`src/rtl/core/ple_pkg.sv`:
```
// ----------------------------------------------------------------------------
// ple_pkg
// Shared types for the positional list engine: operation and status codes,
// controller states, and the command and status groups between the
// controller and the datapath.
// ----------------------------------------------------------------------------
package ple_pkg;

  typedef enum logic [2:0] {
    K_INS_FRONT = 3'd0,
    K_INS_BACK  = 3'd1,
    K_INS_AT    = 3'd2,
    K_DEL_FRONT = 3'd3,
    K_DEL_BACK  = 3'd4,
    K_DEL_AT    = 3'd5,
    K_DUMP      = 3'd6,
    K_NOP       = 3'd7
  } kind_e;

  typedef enum logic [1:0] {
    ST_OK     = 2'd0,
    ST_BADPOS = 2'd1,
    ST_EMPTY  = 2'd2,
    ST_FULL   = 2'd3
  } status_e;

  typedef enum logic [4:0] {
    S_IDLE,
    S_DECIDE,
    S_WALK_RD,
    S_WALK_WT,
    S_ALLOC,
    S_ALLOC_WT,
    S_INS_PRD,
    S_INS_PWT,
    S_INS_W1,
    S_INS_W2,
    S_DEL_RD,
    S_DEL_WT,
    S_DEL_W1,
    S_DEL_W2,
    S_DUMP_RD,
    S_DUMP_WT,
    S_RESP
  } state_e;

  typedef enum logic [2:0] {
    CUR_HOLD,
    CUR_HEAD,
    CUR_TAIL,
    CUR_NULL,
    CUR_FWD
  } cur_sel_e;

  typedef struct packed {
    logic     ld_item;
    logic     st_we;
    status_e  st;
    cur_sel_e cur_sel;
    logic     fwd_rd_cur;
    logic     val_rd;
    logic     bwd_rd;
    logic     alloc_fresh;
    logic     alloc_rd;
    logic     alloc_rec;
    logic     p_from_tail;
    logic     p_from_ram;
    logic     ins_w1;
    logic     ins_w2;
    logic     del_latch;
    logic     del_w1;
    logic     del_w2;
    logic     dump_emit;
    logic     resp_emit;
  } cmd_t;

  typedef struct packed {
    kind_e kind;
    logic  full;
    logic  empty;
    logic  ins_pos_bad;
    logic  ins_at_end;
    logic  del_pos_bad;
    logic  rem_zero;
    logic  rec_null;
    logic  cur_null;
    logic  fwd_null;
    logic  out_free;
  } sts_t;

endpackage

```
`src/rtl/core/ple_ram.sv`:
```
// ----------------------------------------------------------------------------
// ple_ram
// Generic single write port, single read port RAM with registered read.
// ----------------------------------------------------------------------------
module ple_ram #(
  parameter int WIDTH = 8,
  parameter int DEPTH = 32
) (
  input  logic                     clk_i,
  input  logic                     we_i,
  input  logic [$clog2(DEPTH)-1:0] waddr_i,
  input  logic [WIDTH-1:0]         wdata_i,
  input  logic                     re_i,
  input  logic [$clog2(DEPTH)-1:0] raddr_i,
  output logic [WIDTH-1:0]         rdata_o
);

  logic [WIDTH-1:0] mem_q [DEPTH];
  logic [WIDTH-1:0] rdata_q;

  always_ff @(posedge clk_i) begin
    if (we_i) begin
      mem_q[waddr_i] <= wdata_i;
    end
    if (re_i) begin
      rdata_q <= mem_q[raddr_i];
    end
  end

  assign rdata_o = rdata_q;

endmodule

```
`src/rtl/core/ple_datapath.sv`:
```
// ----------------------------------------------------------------------------
// ple_datapath
// Link, value and pointer storage, the walk cursor and the output register
// of the positional list engine.
// ----------------------------------------------------------------------------
module ple_datapath #(
  parameter int CAPACITY   = 32,
  parameter int DATA_WIDTH = 32
) (
  input  logic               clk_i,
  input  logic               rst_ni,
  input  ple_pkg::cmd_t      cmd_i,
  output ple_pkg::sts_t      sts_o,
  input  logic [2:0]         kind_i,
  input  logic signed [31:0] value_in_i,
  input  logic [7:0]         position_i,
  output logic               out_valid_o,
  input  logic               out_stall_i,
  output logic [1:0]         status_o,
  output logic [5:0]         count_o,
  output logic signed [31:0] value_out_o,
  output logic               last_o
);

  localparam int IW = $clog2(CAPACITY + 1);
  localparam int AW = $clog2(CAPACITY);
  localparam int PW = (IW + 1 > 9) ? IW + 1 : 9;
  localparam logic [IW-1:0] NULL_IDX = IW'(CAPACITY);

  ple_pkg::kind_e   kind_q;
  logic [7:0]       pos_q;
  logic [DATA_WIDTH-1:0] val_q;
  logic [IW-1:0]    head_q, head_d, tail_q, tail_d, rec_q, rec_d, fresh_q, fresh_d;
  logic [IW-1:0]    cnt_q, cnt_d;
  logic [IW-1:0]    cur_q, cur_d, n_q, n_d, p_q, p_d, nx_q, nx_d;
  logic [7:0]       rem_q, rem_d;
  ple_pkg::status_e st_q;

  logic               out_valid_q;
  logic [1:0]         ostatus_q;
  logic [5:0]         ocount_q;
  logic signed [31:0] ovalue_q;
  logic               olast_q;

  logic                  fwd_we, bwd_we, fwd_re;
  logic [IW-1:0]         fwd_wa, fwd_wd, bwd_wa, bwd_wd, fwd_ra;
  logic [IW-1:0]         fwd_rdata, bwd_rdata;
  logic [DATA_WIDTH-1:0] val_rdata;
  logic signed [DATA_WIDTH-1:0] val_s;
  logic [PW-1:0]         pos_ext, cnt_ext;
  logic                  p_null, nx_null, cur_null, out_free;

  assign p_null   = (p_q == NULL_IDX);
  assign nx_null  = (nx_q == NULL_IDX);
  assign cur_null = (cur_q == NULL_IDX);
  assign out_free = !out_valid_q || !out_stall_i;
  assign pos_ext  = PW'(pos_q);
  assign cnt_ext  = PW'(cnt_q);
  assign val_s    = val_rdata;

  // link memory ports
  always_comb begin
    fwd_we = 1'b0;
    fwd_wa = n_q;
    fwd_wd = cur_q;
    bwd_we = 1'b0;
    bwd_wa = n_q;
    bwd_wd = p_q;
    if (cmd_i.ins_w1) begin
      fwd_we = 1'b1;
      bwd_we = 1'b1;
    end else if (cmd_i.ins_w2) begin
      fwd_we = !p_null;
      fwd_wa = p_q;
      fwd_wd = n_q;
      bwd_we = !cur_null;
      bwd_wa = cur_q;
      bwd_wd = n_q;
    end else if (cmd_i.del_w1) begin
      fwd_we = !p_null;
      fwd_wa = p_q;
      fwd_wd = nx_q;
      bwd_we = !nx_null;
      bwd_wa = nx_q;
      bwd_wd = p_q;
    end else if (cmd_i.del_w2) begin
      fwd_we = 1'b1;
      fwd_wa = cur_q;
      fwd_wd = rec_q;
    end
  end

  assign fwd_re = cmd_i.alloc_rd || cmd_i.fwd_rd_cur;
  assign fwd_ra = cmd_i.alloc_rd ? rec_q : cur_q;

  ple_ram #(.WIDTH(IW), .DEPTH(CAPACITY)) u_fwd (
    .clk_i   (clk_i),
    .we_i    (fwd_we),
    .waddr_i (fwd_wa[AW-1:0]),
    .wdata_i (fwd_wd),
    .re_i    (fwd_re),
    .raddr_i (fwd_ra[AW-1:0]),
    .rdata_o (fwd_rdata)
  );

  ple_ram #(.WIDTH(IW), .DEPTH(CAPACITY)) u_bwd (
    .clk_i   (clk_i),
    .we_i    (bwd_we),
    .waddr_i (bwd_wa[AW-1:0]),
    .wdata_i (bwd_wd),
    .re_i    (cmd_i.bwd_rd),
    .raddr_i (cur_q[AW-1:0]),
    .rdata_o (bwd_rdata)
  );

  ple_ram #(.WIDTH(DATA_WIDTH), .DEPTH(CAPACITY)) u_val (
    .clk_i   (clk_i),
    .we_i    (cmd_i.ins_w1),
    .waddr_i (n_q[AW-1:0]),
    .wdata_i (val_q),
    .re_i    (cmd_i.val_rd),
    .raddr_i (cur_q[AW-1:0]),
    .rdata_o (val_rdata)
  );

  // pointer and cursor update
  always_comb begin
    head_d  = head_q;
    tail_d  = tail_q;
    rec_d   = rec_q;
    fresh_d = fresh_q;
    cnt_d   = cnt_q;
    n_d     = n_q;
    p_d     = p_q;
    nx_d    = nx_q;
    cur_d   = cur_q;
    rem_d   = rem_q;
    unique case (cmd_i.cur_sel)
      ple_pkg::CUR_HOLD: cur_d = cur_q;
      ple_pkg::CUR_HEAD: begin
        cur_d = head_q;
        rem_d = pos_q - 8'd1;
      end
      ple_pkg::CUR_TAIL: cur_d = tail_q;
      ple_pkg::CUR_NULL: cur_d = NULL_IDX;
      ple_pkg::CUR_FWD: begin
        cur_d = fwd_rdata;
        rem_d = rem_q - 8'd1;
      end
      default: cur_d = cur_q;
    endcase
    if (cmd_i.alloc_fresh) begin
      n_d     = fresh_q;
      fresh_d = fresh_q + IW'(1);
    end
    if (cmd_i.alloc_rec) begin
      n_d   = rec_q;
      rec_d = fwd_rdata;
    end
    if (cmd_i.p_from_tail) begin
      p_d = tail_q;
    end
    if (cmd_i.p_from_ram || cmd_i.del_latch) begin
      p_d = bwd_rdata;
    end
    if (cmd_i.del_latch) begin
      nx_d = fwd_rdata;
    end
    if (cmd_i.ins_w2) begin
      if (p_null) begin
        head_d = n_q;
      end
      if (cur_null) begin
        tail_d = n_q;
      end
      cnt_d = cnt_q + IW'(1);
    end
    if (cmd_i.del_w1) begin
      if (p_null) begin
        head_d = nx_q;
      end
      if (nx_null) begin
        tail_d = p_q;
      end
    end
    if (cmd_i.del_w2) begin
      rec_d = cur_q;
      cnt_d = cnt_q - IW'(1);
    end
  end

  always_ff @(posedge clk_i or negedge rst_ni) begin
    if (!rst_ni) begin
      head_q      <= NULL_IDX;
      tail_q      <= NULL_IDX;
      rec_q       <= NULL_IDX;
      fresh_q     <= '0;
      cnt_q       <= '0;
      out_valid_q <= 1'b0;
    end else begin
      head_q      <= head_d;
      tail_q      <= tail_d;
      rec_q       <= rec_d;
      fresh_q     <= fresh_d;
      cnt_q       <= cnt_d;
      out_valid_q <= (cmd_i.dump_emit || cmd_i.resp_emit) ? 1'b1 :
                     (out_stall_i ? out_valid_q : 1'b0);
    end
  end

  always_ff @(posedge clk_i) begin
    cur_q <= cur_d;
    rem_q <= rem_d;
    n_q   <= n_d;
    p_q   <= p_d;
    nx_q  <= nx_d;
    if (cmd_i.ld_item) begin
      kind_q <= ple_pkg::kind_e'(kind_i);
      pos_q  <= position_i;
      val_q  <= DATA_WIDTH'(value_in_i);
    end
    if (cmd_i.st_we) begin
      st_q <= cmd_i.st;
    end
    if (cmd_i.dump_emit) begin
      ostatus_q <= ple_pkg::ST_OK;
      ocount_q  <= 6'(cnt_q);
      ovalue_q  <= 32'(val_s);
      olast_q   <= (fwd_rdata == NULL_IDX);
    end else if (cmd_i.resp_emit) begin
      ostatus_q <= st_q;
      ocount_q  <= 6'(cnt_q);
      ovalue_q  <= '0;
      olast_q   <= 1'b1;
    end
  end

  always_comb begin
    sts_o.kind        = kind_q;
    sts_o.full        = (cnt_q == IW'(CAPACITY));
    sts_o.empty       = (cnt_q == '0);
    sts_o.ins_pos_bad = (pos_q == 8'd0) || (pos_ext > cnt_ext + PW'(1));
    sts_o.ins_at_end  = (pos_ext == cnt_ext + PW'(1));
    sts_o.del_pos_bad = (pos_q == 8'd0) || (pos_ext > cnt_ext);
    sts_o.rem_zero    = (rem_q == 8'd0);
    sts_o.rec_null    = (rec_q == NULL_IDX);
    sts_o.cur_null    = cur_null;
    sts_o.fwd_null    = (fwd_rdata == NULL_IDX);
    sts_o.out_free    = out_free;
  end

  assign out_valid_o = out_valid_q;
  assign status_o    = ostatus_q;
  assign count_o     = ocount_q;
  assign value_out_o = ovalue_q;
  assign last_o      = olast_q;

  a_cnt_bound: assert property (@(posedge clk_i) disable iff (!rst_ni)
    cnt_q <= IW'(CAPACITY)) else $error("count above capacity");
  a_ends_agree: assert property (@(posedge clk_i) disable iff (!rst_ni)
    (head_q == NULL_IDX) == (tail_q == NULL_IDX)) else $error("head and tail disagree");
  a_fresh_bound: assert property (@(posedge clk_i) disable iff (!rst_ni)
    fresh_q <= IW'(CAPACITY)) else $error("fresh slot count overrun");
  a_emit_free: assert property (@(posedge clk_i) disable iff (!rst_ni)
    (cmd_i.dump_emit || cmd_i.resp_emit) |-> out_free) else $error("output overwritten");

endmodule

```
`src/rtl/core/ple_ctrl.sv`:
```
// ----------------------------------------------------------------------------
// ple_ctrl
// Operation sequencer of the positional list engine: decodes an item, walks
// the links and orders the link updates and result emission.
// ----------------------------------------------------------------------------
module ple_ctrl (
  input  logic          clk_i,
  input  logic          rst_ni,
  input  logic          in_valid_i,
  output logic          in_stall_o,
  input  ple_pkg::sts_t sts_i,
  output ple_pkg::cmd_t cmd_o
);

  ple_pkg::state_e state_q, state_d;

  always_ff @(posedge clk_i or negedge rst_ni) begin
    if (!rst_ni) begin
      state_q <= ple_pkg::S_IDLE;
    end else begin
      state_q <= state_d;
    end
  end

  // next state
  always_comb begin
    state_d = state_q;
    unique case (state_q)
      ple_pkg::S_IDLE: if (in_valid_i) state_d = ple_pkg::S_DECIDE;
      ple_pkg::S_DECIDE: begin
        unique case (sts_i.kind)
          ple_pkg::K_INS_FRONT, ple_pkg::K_INS_BACK:
            state_d = sts_i.full ? ple_pkg::S_RESP : ple_pkg::S_ALLOC;
          ple_pkg::K_INS_AT: begin
            if (sts_i.full || sts_i.ins_pos_bad) state_d = ple_pkg::S_RESP;
            else if (sts_i.ins_at_end)           state_d = ple_pkg::S_ALLOC;
            else                                 state_d = ple_pkg::S_WALK_RD;
          end
          ple_pkg::K_DEL_FRONT, ple_pkg::K_DEL_BACK:
            state_d = sts_i.empty ? ple_pkg::S_RESP : ple_pkg::S_DEL_RD;
          ple_pkg::K_DEL_AT:
            state_d = (sts_i.empty || sts_i.del_pos_bad) ? ple_pkg::S_RESP
                                                         : ple_pkg::S_WALK_RD;
          ple_pkg::K_DUMP:
            state_d = sts_i.empty ? ple_pkg::S_RESP : ple_pkg::S_DUMP_RD;
          default: state_d = ple_pkg::S_RESP;
        endcase
      end
      ple_pkg::S_WALK_RD: begin
        if (!sts_i.rem_zero) begin
          state_d = ple_pkg::S_WALK_WT;
        end else if (sts_i.kind == ple_pkg::K_INS_AT) begin
          state_d = ple_pkg::S_ALLOC;
        end else begin
          state_d = ple_pkg::S_DEL_RD;
        end
      end
      ple_pkg::S_WALK_WT:  state_d = ple_pkg::S_WALK_RD;
      ple_pkg::S_ALLOC:
        state_d = sts_i.rec_null ? ple_pkg::S_INS_PRD : ple_pkg::S_ALLOC_WT;
      ple_pkg::S_ALLOC_WT: state_d = ple_pkg::S_INS_PRD;
      ple_pkg::S_INS_PRD:
        state_d = sts_i.cur_null ? ple_pkg::S_INS_W1 : ple_pkg::S_INS_PWT;
      ple_pkg::S_INS_PWT:  state_d = ple_pkg::S_INS_W1;
      ple_pkg::S_INS_W1:   state_d = ple_pkg::S_INS_W2;
      ple_pkg::S_INS_W2:   state_d = ple_pkg::S_RESP;
      ple_pkg::S_DEL_RD:   state_d = ple_pkg::S_DEL_WT;
      ple_pkg::S_DEL_WT:   state_d = ple_pkg::S_DEL_W1;
      ple_pkg::S_DEL_W1:   state_d = ple_pkg::S_DEL_W2;
      ple_pkg::S_DEL_W2:   state_d = ple_pkg::S_RESP;
      ple_pkg::S_DUMP_RD:  state_d = ple_pkg::S_DUMP_WT;
      ple_pkg::S_DUMP_WT: begin
        if (sts_i.out_free) begin
          state_d = sts_i.fwd_null ? ple_pkg::S_IDLE : ple_pkg::S_DUMP_RD;
        end
      end
      ple_pkg::S_RESP: if (sts_i.out_free) state_d = ple_pkg::S_IDLE;
      default: state_d = ple_pkg::S_IDLE;
    endcase
  end

  // outputs
  always_comb begin
    cmd_o      = '0;
    cmd_o.st   = ple_pkg::ST_OK;
    in_stall_o = (state_q != ple_pkg::S_IDLE);
    unique case (state_q)
      ple_pkg::S_IDLE: cmd_o.ld_item = in_valid_i;
      ple_pkg::S_DECIDE: begin
        cmd_o.st_we   = 1'b1;
        cmd_o.cur_sel = ple_pkg::CUR_HEAD;
        unique case (sts_i.kind)
          ple_pkg::K_INS_FRONT: if (sts_i.full) cmd_o.st = ple_pkg::ST_FULL;
          ple_pkg::K_INS_BACK: begin
            cmd_o.cur_sel = ple_pkg::CUR_NULL;
            if (sts_i.full) cmd_o.st = ple_pkg::ST_FULL;
          end
          ple_pkg::K_INS_AT: begin
            if (sts_i.ins_at_end) cmd_o.cur_sel = ple_pkg::CUR_NULL;
            if (sts_i.full)             cmd_o.st = ple_pkg::ST_FULL;
            else if (sts_i.ins_pos_bad) cmd_o.st = ple_pkg::ST_BADPOS;
          end
          ple_pkg::K_DEL_FRONT: if (sts_i.empty) cmd_o.st = ple_pkg::ST_EMPTY;
          ple_pkg::K_DEL_BACK: begin
            cmd_o.cur_sel = ple_pkg::CUR_TAIL;
            if (sts_i.empty) cmd_o.st = ple_pkg::ST_EMPTY;
          end
          ple_pkg::K_DEL_AT: begin
            if (sts_i.empty)            cmd_o.st = ple_pkg::ST_EMPTY;
            else if (sts_i.del_pos_bad) cmd_o.st = ple_pkg::ST_BADPOS;
          end
          ple_pkg::K_DUMP: if (sts_i.empty) cmd_o.st = ple_pkg::ST_EMPTY;
          default: cmd_o.st = ple_pkg::ST_OK;
        endcase
      end
      ple_pkg::S_WALK_RD:  cmd_o.fwd_rd_cur = !sts_i.rem_zero;
      ple_pkg::S_WALK_WT:  cmd_o.cur_sel = ple_pkg::CUR_FWD;
      ple_pkg::S_ALLOC: begin
        cmd_o.alloc_fresh = sts_i.rec_null;
        cmd_o.alloc_rd    = !sts_i.rec_null;
      end
      ple_pkg::S_ALLOC_WT: cmd_o.alloc_rec = 1'b1;
      ple_pkg::S_INS_PRD: begin
        cmd_o.p_from_tail = sts_i.cur_null;
        cmd_o.bwd_rd      = !sts_i.cur_null;
      end
      ple_pkg::S_INS_PWT:  cmd_o.p_from_ram = 1'b1;
      ple_pkg::S_INS_W1:   cmd_o.ins_w1 = 1'b1;
      ple_pkg::S_INS_W2:   cmd_o.ins_w2 = 1'b1;
      ple_pkg::S_DEL_RD: begin
        cmd_o.bwd_rd     = 1'b1;
        cmd_o.fwd_rd_cur = 1'b1;
      end
      ple_pkg::S_DEL_WT:   cmd_o.del_latch = 1'b1;
      ple_pkg::S_DEL_W1:   cmd_o.del_w1 = 1'b1;
      ple_pkg::S_DEL_W2:   cmd_o.del_w2 = 1'b1;
      ple_pkg::S_DUMP_RD: begin
        cmd_o.fwd_rd_cur = 1'b1;
        cmd_o.val_rd     = 1'b1;
      end
      ple_pkg::S_DUMP_WT: begin
        if (sts_i.out_free) begin
          cmd_o.dump_emit = 1'b1;
          cmd_o.cur_sel   = ple_pkg::CUR_FWD;
        end
      end
      ple_pkg::S_RESP:     cmd_o.resp_emit = sts_i.out_free;
      default:             cmd_o.ld_item = 1'b0;
    endcase
  end

  a_accept_idle: assert property (@(posedge clk_i) disable iff (!rst_ni)
    cmd_o.ld_item |=> state_q == ple_pkg::S_DECIDE) else $error("item not decoded");
  a_one_write: assert property (@(posedge clk_i) disable iff (!rst_ni)
    $onehot0({cmd_o.ins_w1, cmd_o.ins_w2, cmd_o.del_w1, cmd_o.del_w2}))
    else $error("overlapping link writes");
  a_one_emit: assert property (@(posedge clk_i) disable iff (!rst_ni)
    !(cmd_o.dump_emit && cmd_o.resp_emit)) else $error("double emit");

endmodule

```
`src/rtl/core/positional_list_engine_top.sv`:
```
// ----------------------------------------------------------------------------
// positional_list_engine_top
// Bounded doubly linked list of signed values with positional insert,
// delete and in-order dump.
// ----------------------------------------------------------------------------
// One item is worked at a time. Insert or delete at the front or back needs
// no walk; insert or delete at position p walks p-1 steps from the head, and
// each step of the walk is one read of the forward link RAM with registered
// read data. A dump reads the elements in order and waits on any output
// stall. The output register lets the next item be taken while a result
// waits. Reset needs no clearing pass: never used slots are handed out from
// a fill count, freed slots are chained for reuse.
module positional_list_engine_top #(
  parameter int CAPACITY   = 32,
  parameter int DATA_WIDTH = 32
) (
  input  logic               clk_i,
  input  logic               rst_ni,
  input  logic               in_valid_i,
  output logic               in_stall_o,
  input  logic [2:0]         kind_i,
  input  logic signed [31:0] value_in_i,
  input  logic [7:0]         position_i,
  output logic               out_valid_o,
  input  logic               out_stall_i,
  output logic [1:0]         status_o,
  output logic [5:0]         count_o,
  output logic signed [31:0] value_out_o,
  output logic               last_o
);

  ple_pkg::cmd_t cmd;
  ple_pkg::sts_t sts;

  ple_ctrl u_ctrl (
    .clk_i      (clk_i),
    .rst_ni     (rst_ni),
    .in_valid_i (in_valid_i),
    .in_stall_o (in_stall_o),
    .sts_i      (sts),
    .cmd_o      (cmd)
  );

  ple_datapath #(.CAPACITY(CAPACITY), .DATA_WIDTH(DATA_WIDTH)) u_dp (
    .clk_i       (clk_i),
    .rst_ni      (rst_ni),
    .cmd_i       (cmd),
    .sts_o       (sts),
    .kind_i      (kind_i),
    .value_in_i  (value_in_i),
    .position_i  (position_i),
    .out_valid_o (out_valid_o),
    .out_stall_i (out_stall_i),
    .status_o    (status_o),
    .count_o     (count_o),
    .value_out_o (value_out_o),
    .last_o      (last_o)
  );

endmodule

```
`config.mk`:
```
export PLATFORM = sky130hd
export DESIGN_NAME = positional_list_engine_top
export DESIGN_NICKNAME = d
export VERILOG_FILES = /design/src/rtl/core/ple_pkg.sv /design/src/rtl/core/ple_ram.sv /design/src/rtl/core/ple_datapath.sv /design/src/rtl/core/ple_ctrl.sv /design/src/rtl/core/positional_list_engine_top.sv
export SDC_FILE = /design/constraint.sdc
export NUM_CORES = 2
export LEC_CHECK = 0
export BUFFER_PORTS_ARGS = -buffer_cell sky130_fd_sc_hd__buf_2
export CAP_MARGIN = 15
export CORE_MARGIN = 2
export CORE_UTILIZATION = 56
export CTS_CLUSTER_SIZE = 25
export DETAILED_ROUTE_END_ITERATION = 6
export MAX_ROUTING_LAYER = met4
export PLACE_DENSITY = 0.84
export SLEW_MARGIN = 10
export SYNTH_ARGS = -nofsm -noshare
export SYNTH_HDL_FRONTEND = slang
export SYNTH_SLANG_ARGS = --single-unit
export TNS_END_PERCENT = 1
```
`constraint.sdc`:
```
create_clock -name clk_i -period 4 [get_ports clk_i]
set_clock_uncertainty 0.15 [all_clocks]
set_input_delay 1 -clock clk_i [delete_from_list [all_inputs] [get_ports clk_i]]
set_output_delay 1 -clock clk_i [all_outputs]
set_load 0.01 [all_outputs]
```
======== Yosys cells after proc, flatten, opt, wreduce, memory -nomap -nowiden ========
Memory sizes are Yosys's and may differ from the RTL's. A register that Yosys moved wholly into a read port is not among the register bits.
Cells that the tools add are included.
storage, ports and cells
  bits in registers ....................... 154
  latch bits .............................. 0
  bits in writable memories ............... 1408
  bits in read-only memories .............. 0
  bits of input ports ..................... 47
  output and inout port bits .............. 43
  word-level logic and storage cells ...... 199
  memories ................................ 3
memories
  memory            depth  bits a word  read ports  clocked after Yosys merged registers in  wr ports  line           RTL
  u_dp.u_val.mem_q  32     32           1           1                                        1         ple_ram.sv:18  logic [WIDTH-1:0] mem_q [DEPTH];
  u_dp.u_bwd.mem_q  32     6            1           1                                        1         ple_ram.sv:18
  u_dp.u_fwd.mem_q  32     6            1           1                                        1         ple_ram.sv:18
cells by class
  add/subtract/negate cells ............... 6
  multiply operators ...................... 0
  div/mod/pow operators ................... 0
  magnitude comparators ................... 2
  equality and inequality tests ........... 37
  shift operators ......................... 0
  muxes and demuxes ....................... 97
  bitwise operators ....................... 0
  reduce and logical (&&, ||, !) cells .... 34
operators by type and width
  cell                                                                    number
  6-bit two-way mux                                                       24
  5-bit two-way mux                                                       17
  5-bit one-hot mux with 16 select lines                                  1
  32-bit two-way mux                                                      2
  5-bit by 4-bit equality test with 1-bit output (second input constant)  8
  6-bit equality test (second input constant)                             6
  1-bit two-way mux                                                       32
  5-bit one-hot mux with 5 select lines                                   1
  6-bit one-hot mux with 4 select lines                                   1
  5-bit by 3-bit equality test with 1-bit output (second input constant)  4
  8-bit logical NOT                                                       2
  8-bit one-hot mux with 2 select lines                                   1
  8-bit by 1-bit subtractor with 8-bit output (second input constant)     2
  2-bit two-way mux                                                       7
  6-bit by 1-bit adder with 6-bit output (second input constant)          2
  3-bit by 2-bit equality test with 1-bit output (second input constant)  4
  3-bit equality test (second input constant)                             4
  4-bit two-way mux                                                       3
  2-bit nonzero test                                                      6
  5-bit by 2-bit equality test with 1-bit output (second input constant)  2
  8-bit by 9-bit equality test with 1-bit output                          1
  8-bit by 9-bit > comparator with 1-bit output                           1
  3-bit two-way mux                                                       3
  3-bit one-hot mux with 3 select lines                                   1
  21 further kinds                                                        41

======== Depth between registers and ports, before layout ========
  word-level depth ........................ 8
  mapped depth ............................ 13
  mapped depth without buffers ............ 11

======== Modules after synthesis ========
A second synthesis with hierarchy kept.
unflattened totals
  cell total of the unflattened synthesis .. 3576
  area total of the unflattened synthesis .. 64027.7 um2
modules (own cells, without submodules)
  module                    instances  cells each  area an instance (um2)  sequential area each (um2)
  ple_ram (u_dp.u_val)      1          2260        40805.4                 31710.4
  ple_ram (u_dp.u_bwd ...)  2          323         7649.8                  5945.7
  ple_datapath              1          546         6969.2                  4302.9
  ple_ctrl                  1          124         953.4                   125.1

======== Worst setup path before layout ========
No wires, ideal clock.
  path kind ............................... register -> register
  start ................................... reg u_ctrl.state_q[1]
  end ..................................... mem u_dp.u_fwd.mem_q[0][4] in the netlist's numbering (data pin)
  library setup time ...................... 0.615 ns
  arrival time ............................ 3.521 ns
  data required time ...................... 3.235 ns
  slack ................................... -0.287 ns
  stages on the path, launching flop included .. 7
  buffers on the path ..................... 1
  clock period less this slack ............ 4.287 ns
  cells stage by stage .................... dfrtp_1 -> clkbuf_2 -> nor3b_1 -> nand2_1 -> nor2_1 -> a21oi_1 -> o311ai_0
on the way
  word-level cells in the longest chain between the ends .. 6
  elaborated cells on any way between the ends .. 12
  classes of those cells .................. eq/ne (4); mux (8)
RTL lines
  what                                            line                RTL
  start: declaration                              ple_ctrl.sv:15      ple_pkg::state_e state_q, state_d;
  start signal: assignment                        ple_ctrl.sv:19      state_q <= ple_pkg::S_IDLE;
  start signal: assignment                        ple_ctrl.sv:21      state_q <= state_d;
  5-bit by 4-bit equality test with 1-bit output  ple_ctrl.sv:87      unique case (state_q)
  1-bit two-way mux                               ple_ctrl.sv:87
  6-bit two-way mux                               ple_datapath.sv:86  end else if (cmd_i.del_w2) begin
  6-bit two-way mux                               ple_datapath.sv:79  end else if (cmd_i.del_w1) begin
  6-bit two-way mux                               ple_datapath.sv:72  end else if (cmd_i.ins_w2) begin
  6-bit two-way mux (*)                           ple_datapath.sv:69  if (cmd_i.ins_w1) begin
  net u_dp.fwd_wd[4]                              ple_datapath.sv:46  logic [IW-1:0] fwd_wa, fwd_wd, bwd_wa, bwd_wd, fwd_ra;
  end: declaration                                ple_ram.sv:18
The timed path passes the listed nets; every way through them passes the cells marked *.

======== Worst setup path in the final report ========
  start ................................... reg u_ctrl.state_q[1]
  end ..................................... mem u_dp.u_fwd.mem_q[31][3] in the netlist's numbering, enable pin
on the way
  word-level cells in the longest chain between the ends .. 8
  elaborated cells on any way between the ends .. 18
  classes of those cells .................. eq/ne (4); mux (14)
RTL lines
  what                                            line                RTL
  5-bit by 4-bit equality test with 1-bit output  ple_ctrl.sv:87
  1-bit two-way mux                               ple_ctrl.sv:87
  1-bit two-way mux                               ple_datapath.sv:86
  1-bit two-way mux                               ple_datapath.sv:79
  1-bit two-way mux                               ple_datapath.sv:72
  1-bit two-way mux                               ple_datapath.sv:69
  1-bit two-way mux                               ple_ram.sv:22       if (we_i) begin
  1-bit two-way mux (not written as such)         ple_ram.sv:23       mem_q[waddr_i] <= wdata_i;
Several ways; a longest one is shown, not always the timed one.

==> run metrics <==
Leak Pwr=23.15 nW; CTS resizes=0; outcome=finished, violations left; FF-to-FF setup slack=0.27 ns; maximum vdd ir drop=598.5 µV; Pre-Repair DR Iteration Count=7; WL final=171.6 mm; WP data required=4.24 ns; Starting Density=0.5626; failing checks=design-rule violations; initial antenna violation count=4; H-Tree Level Count=4; Non-Filler Instances=4854; Placer Congestion=0.9571; Rel. slew slack=0.1719; Tmin final=3.732 ns; Synth cell types=73; via count=33780; ys flop type=edfxtp_1; # setup viols final=0; fin crit share=0.9330; nets=3296; Slowest cell on crit path=nor3b_1; Synth area leader=edfxtp_1; CTS Hold Buffers Added=0; Cell Chain, Critical Path=nor3b_1, nand2_1, nand2_1, buf_4, o21a_1, nand2_1, nor2_1; row count=123; Die W=339.7 µm; Post-DP HPWL=85.55 mm; critical path peak fanout=9; CTS buffer count=154; worst skew pair latency=0.77 ns; Arr. time, crit path=3.97 ns; hold crit path type=primary input to async pin; layout cells sized above 1=0.2763; Buffers on Ports=89; Critical Path End Type=flip-flop; post-synthesis async set-or-reset flop share=0.02242; clk root buf=clkbuf_16; cell with the most instances after synthesis=edfxtp_1; EDFF count, synth=1568; vias in the first global route=33900; die area=0.1154 mm²; maximum clock rate=268.0 MHz; post-synthesis cell count=3005; FF+latch count, synth=1606; vias per cell=6.959; MaxCap Viol Count=0; TritonCTS clock tree=built; class of the most critical setup path=flip-flop to flip-flop; # fillers=6754; I/O Pins=90; crit-path max cell delay=0.59 ns; DRC Markers=8; Core Footprint=0.1122 mm²; Warnings, synthesis=0; Pwr per Cell Area=672.1 mW/mm²; mean post-synth cell area=21.00 µm²; WL/cell=35.36 µm; largest net degree at the start of global routing=86; synthesized area=0.06312 mm²; Setup Fix Bufs, Post-CTS=0; Seq/Total Area, Yosys=0.7610; syn_nets=3074; die height=339.7 µm; first-pass GRT wire length=246.1 mm; crit-path most repeated cell=nand2_1; clk slew on worst S/H paths=0.06 ns; max-slew violation count=0; clock sink count=1606; DRT antenna net count=0; Hold Fails Final Rpt=0; RSZ-0062 raised after global routing=no; dpl cells=4571; clock tree buffer depth=3; GRT Overall Usage=0.3098; Area growth, synth to finish=13.42%; setup_tns=0 ns; Synth top area share=0.7460; synth cell count leaders=edfxtp_1 (1568), mux4_2 (380), nor2_1 (159), mux2i_1 (149), nand2_1 (113); main area contributors after synthesis=edfxtp_1 (75%), mux4_2 (14%), mux2i_1 (2.4%); crit start category=flip-flop; initial drt markers=5835; slew at the pin with the worst max-slew slack=1.229 ns; grt ovf=0
metrics by stage:
step                      hold slack (ns)  power (W)    util  area [µm²]  setup slack (ns)
after floorplan                    0.2917    0.02939       -       63120            0.3259
final                              0.1929    0.04812  0.6381       71590            0.2682
after global placement             0.2958    0.03256  0.5926       66490            0.6308
after CTS                          0.1847    0.04803  0.6380       71580            0.4243
after detailed placement           0.3098    0.03290  0.5926       66490            0.4850
after global routing               0.2171    0.04933  0.6381       71590            0.2152
area by class of cell:
class | count | area [µm²] | share of cell area
Multi-Input combinational cell | 1234 | 14670 | 0.2050
Timing Repair Buffer | 210 | 1829 | 0.02555
Sequential cell | 1606 | 48030 | 0.6709
Antenna cell | 2 | 5.005 | 0.00006991
Tap cell | 1500 | 1877 | 0.02622
Inverter | 21 | 78.83 | 0.001101
Clock buffer | 192 | 4069 | 0.05684
Clock inverter | 89 | 1025 | 0.01431
registers in the layout (all words and copies together) (netlist names), 8 cells and up:
name and cells:
u_dp.pos_q 8, u_dp.rem_q 8, u_dp.u_bwd.mem_q 192, u_dp.u_fwd.mem_q 192
u_dp.u_val.mem_q 1024, u_dp.u_val.rdata_o 32, u_dp.val_q 32, u_dp.value_out_o 32
layer usage:
| layer | share of wire | up-vias | GRT usage | wire (µm) |
|---|---|---|---|---|
| li1 | - | 12880 | - | - |
| met5 | 0 | - | - | 0 |
| met1 | 0.33 | 17220 | 0.3882 | 57200 |
| met2 | 0.49 | 3091 | 0.4911 | 84940 |
| met3 | 0.12 | 590 | 0.06659 | 20540 |
| met4 | 0.052 | 0 | 0.1399 | 8939 |
kinds of logic after synthesis:
group / count (synthesis) / share of synthesized area
mux: 586 / 0.1694
simple gates: 439 / 0.03305
buf+inv: 165 / 0.01132
xor+xnor: 22 / 0.003053
compound gates: 165 / 0.01768
flops: 1606 / 0.7610
fa+ha+maj: 22 / 0.004480
placed cells by master, fill, tap and decap left out, types with 33 or more instances in the layout:
cell | netlist | layout
buf_12 | 0 | 38
buf_4 | 1 | 83
edfxtp_1 | 1568 | 1568
nor2_1 | 159 | 125
and2_1 | 41 | 41
mux4_2 | 380 | 380
clkbuf_1 | 88 | 33
a21oi_1 | 45 | 44
mux2i_1 | 149 | 149
nand2_1 | 113 | 113
nand3_1 | 35 | 35
mux2_2 | 56 | 56
buf_2 | 6 | 89
dfrtp_1 | 33 | 33
nor2_4 | 0 | 34
clkbuf_16 | 0 | 156
power by group:
group          switching (W)  internal (W)  leakage, nW  total, W
combinational        0.00659       0.00527         6.05    0.0119
clock                0.00654       0.00845         2.48    0.0150
sequential           0.00104        0.0202         14.6    0.0213
total                 0.0142        0.0339         23.1    0.0481
critical path: cells and delay by family (launching register included):
| kind | cells | cell delay (ns) |
|---|---|---|
| buf+inv | 1 | 0.20 |
| compound gates | 1 | 0.14 |
| flops | 1 | 0.48 |
| simple gates | 5 | 2.37 |
final timing paths:
path / to / cells after the start / start
worst max-delay path: u_dp.u_fwd.mem_q[31][3]$_DFFE_PP_ / 7 / u_ctrl.state_q[1]$_DFFE_PN0P_
worst min-delay path: u_dp.fresh_q[0]$_DFFE_PN0P_ / 1 / rst_ni
worst max register to register: u_dp.u_fwd.mem_q[31][3]$_DFFE_PP_ / 7 / u_ctrl.state_q[1]$_DFFE_PN0P_
worst min register to register: u_dp.status_o[0]$_SDFFE_PP0P_ / 2 / u_dp.status_o[0]$_SDFFE_PP0P_
max in group asynchronous: u_dp.cnt_q[2]$_DFFE_PN0P_ / 1 / rst_ni
min in group clk_i: u_dp.val_q[24]$_DFFE_PP_ / 1 / value_in_i[24]
No activity file was read; power rests on OpenSTA's default activity.
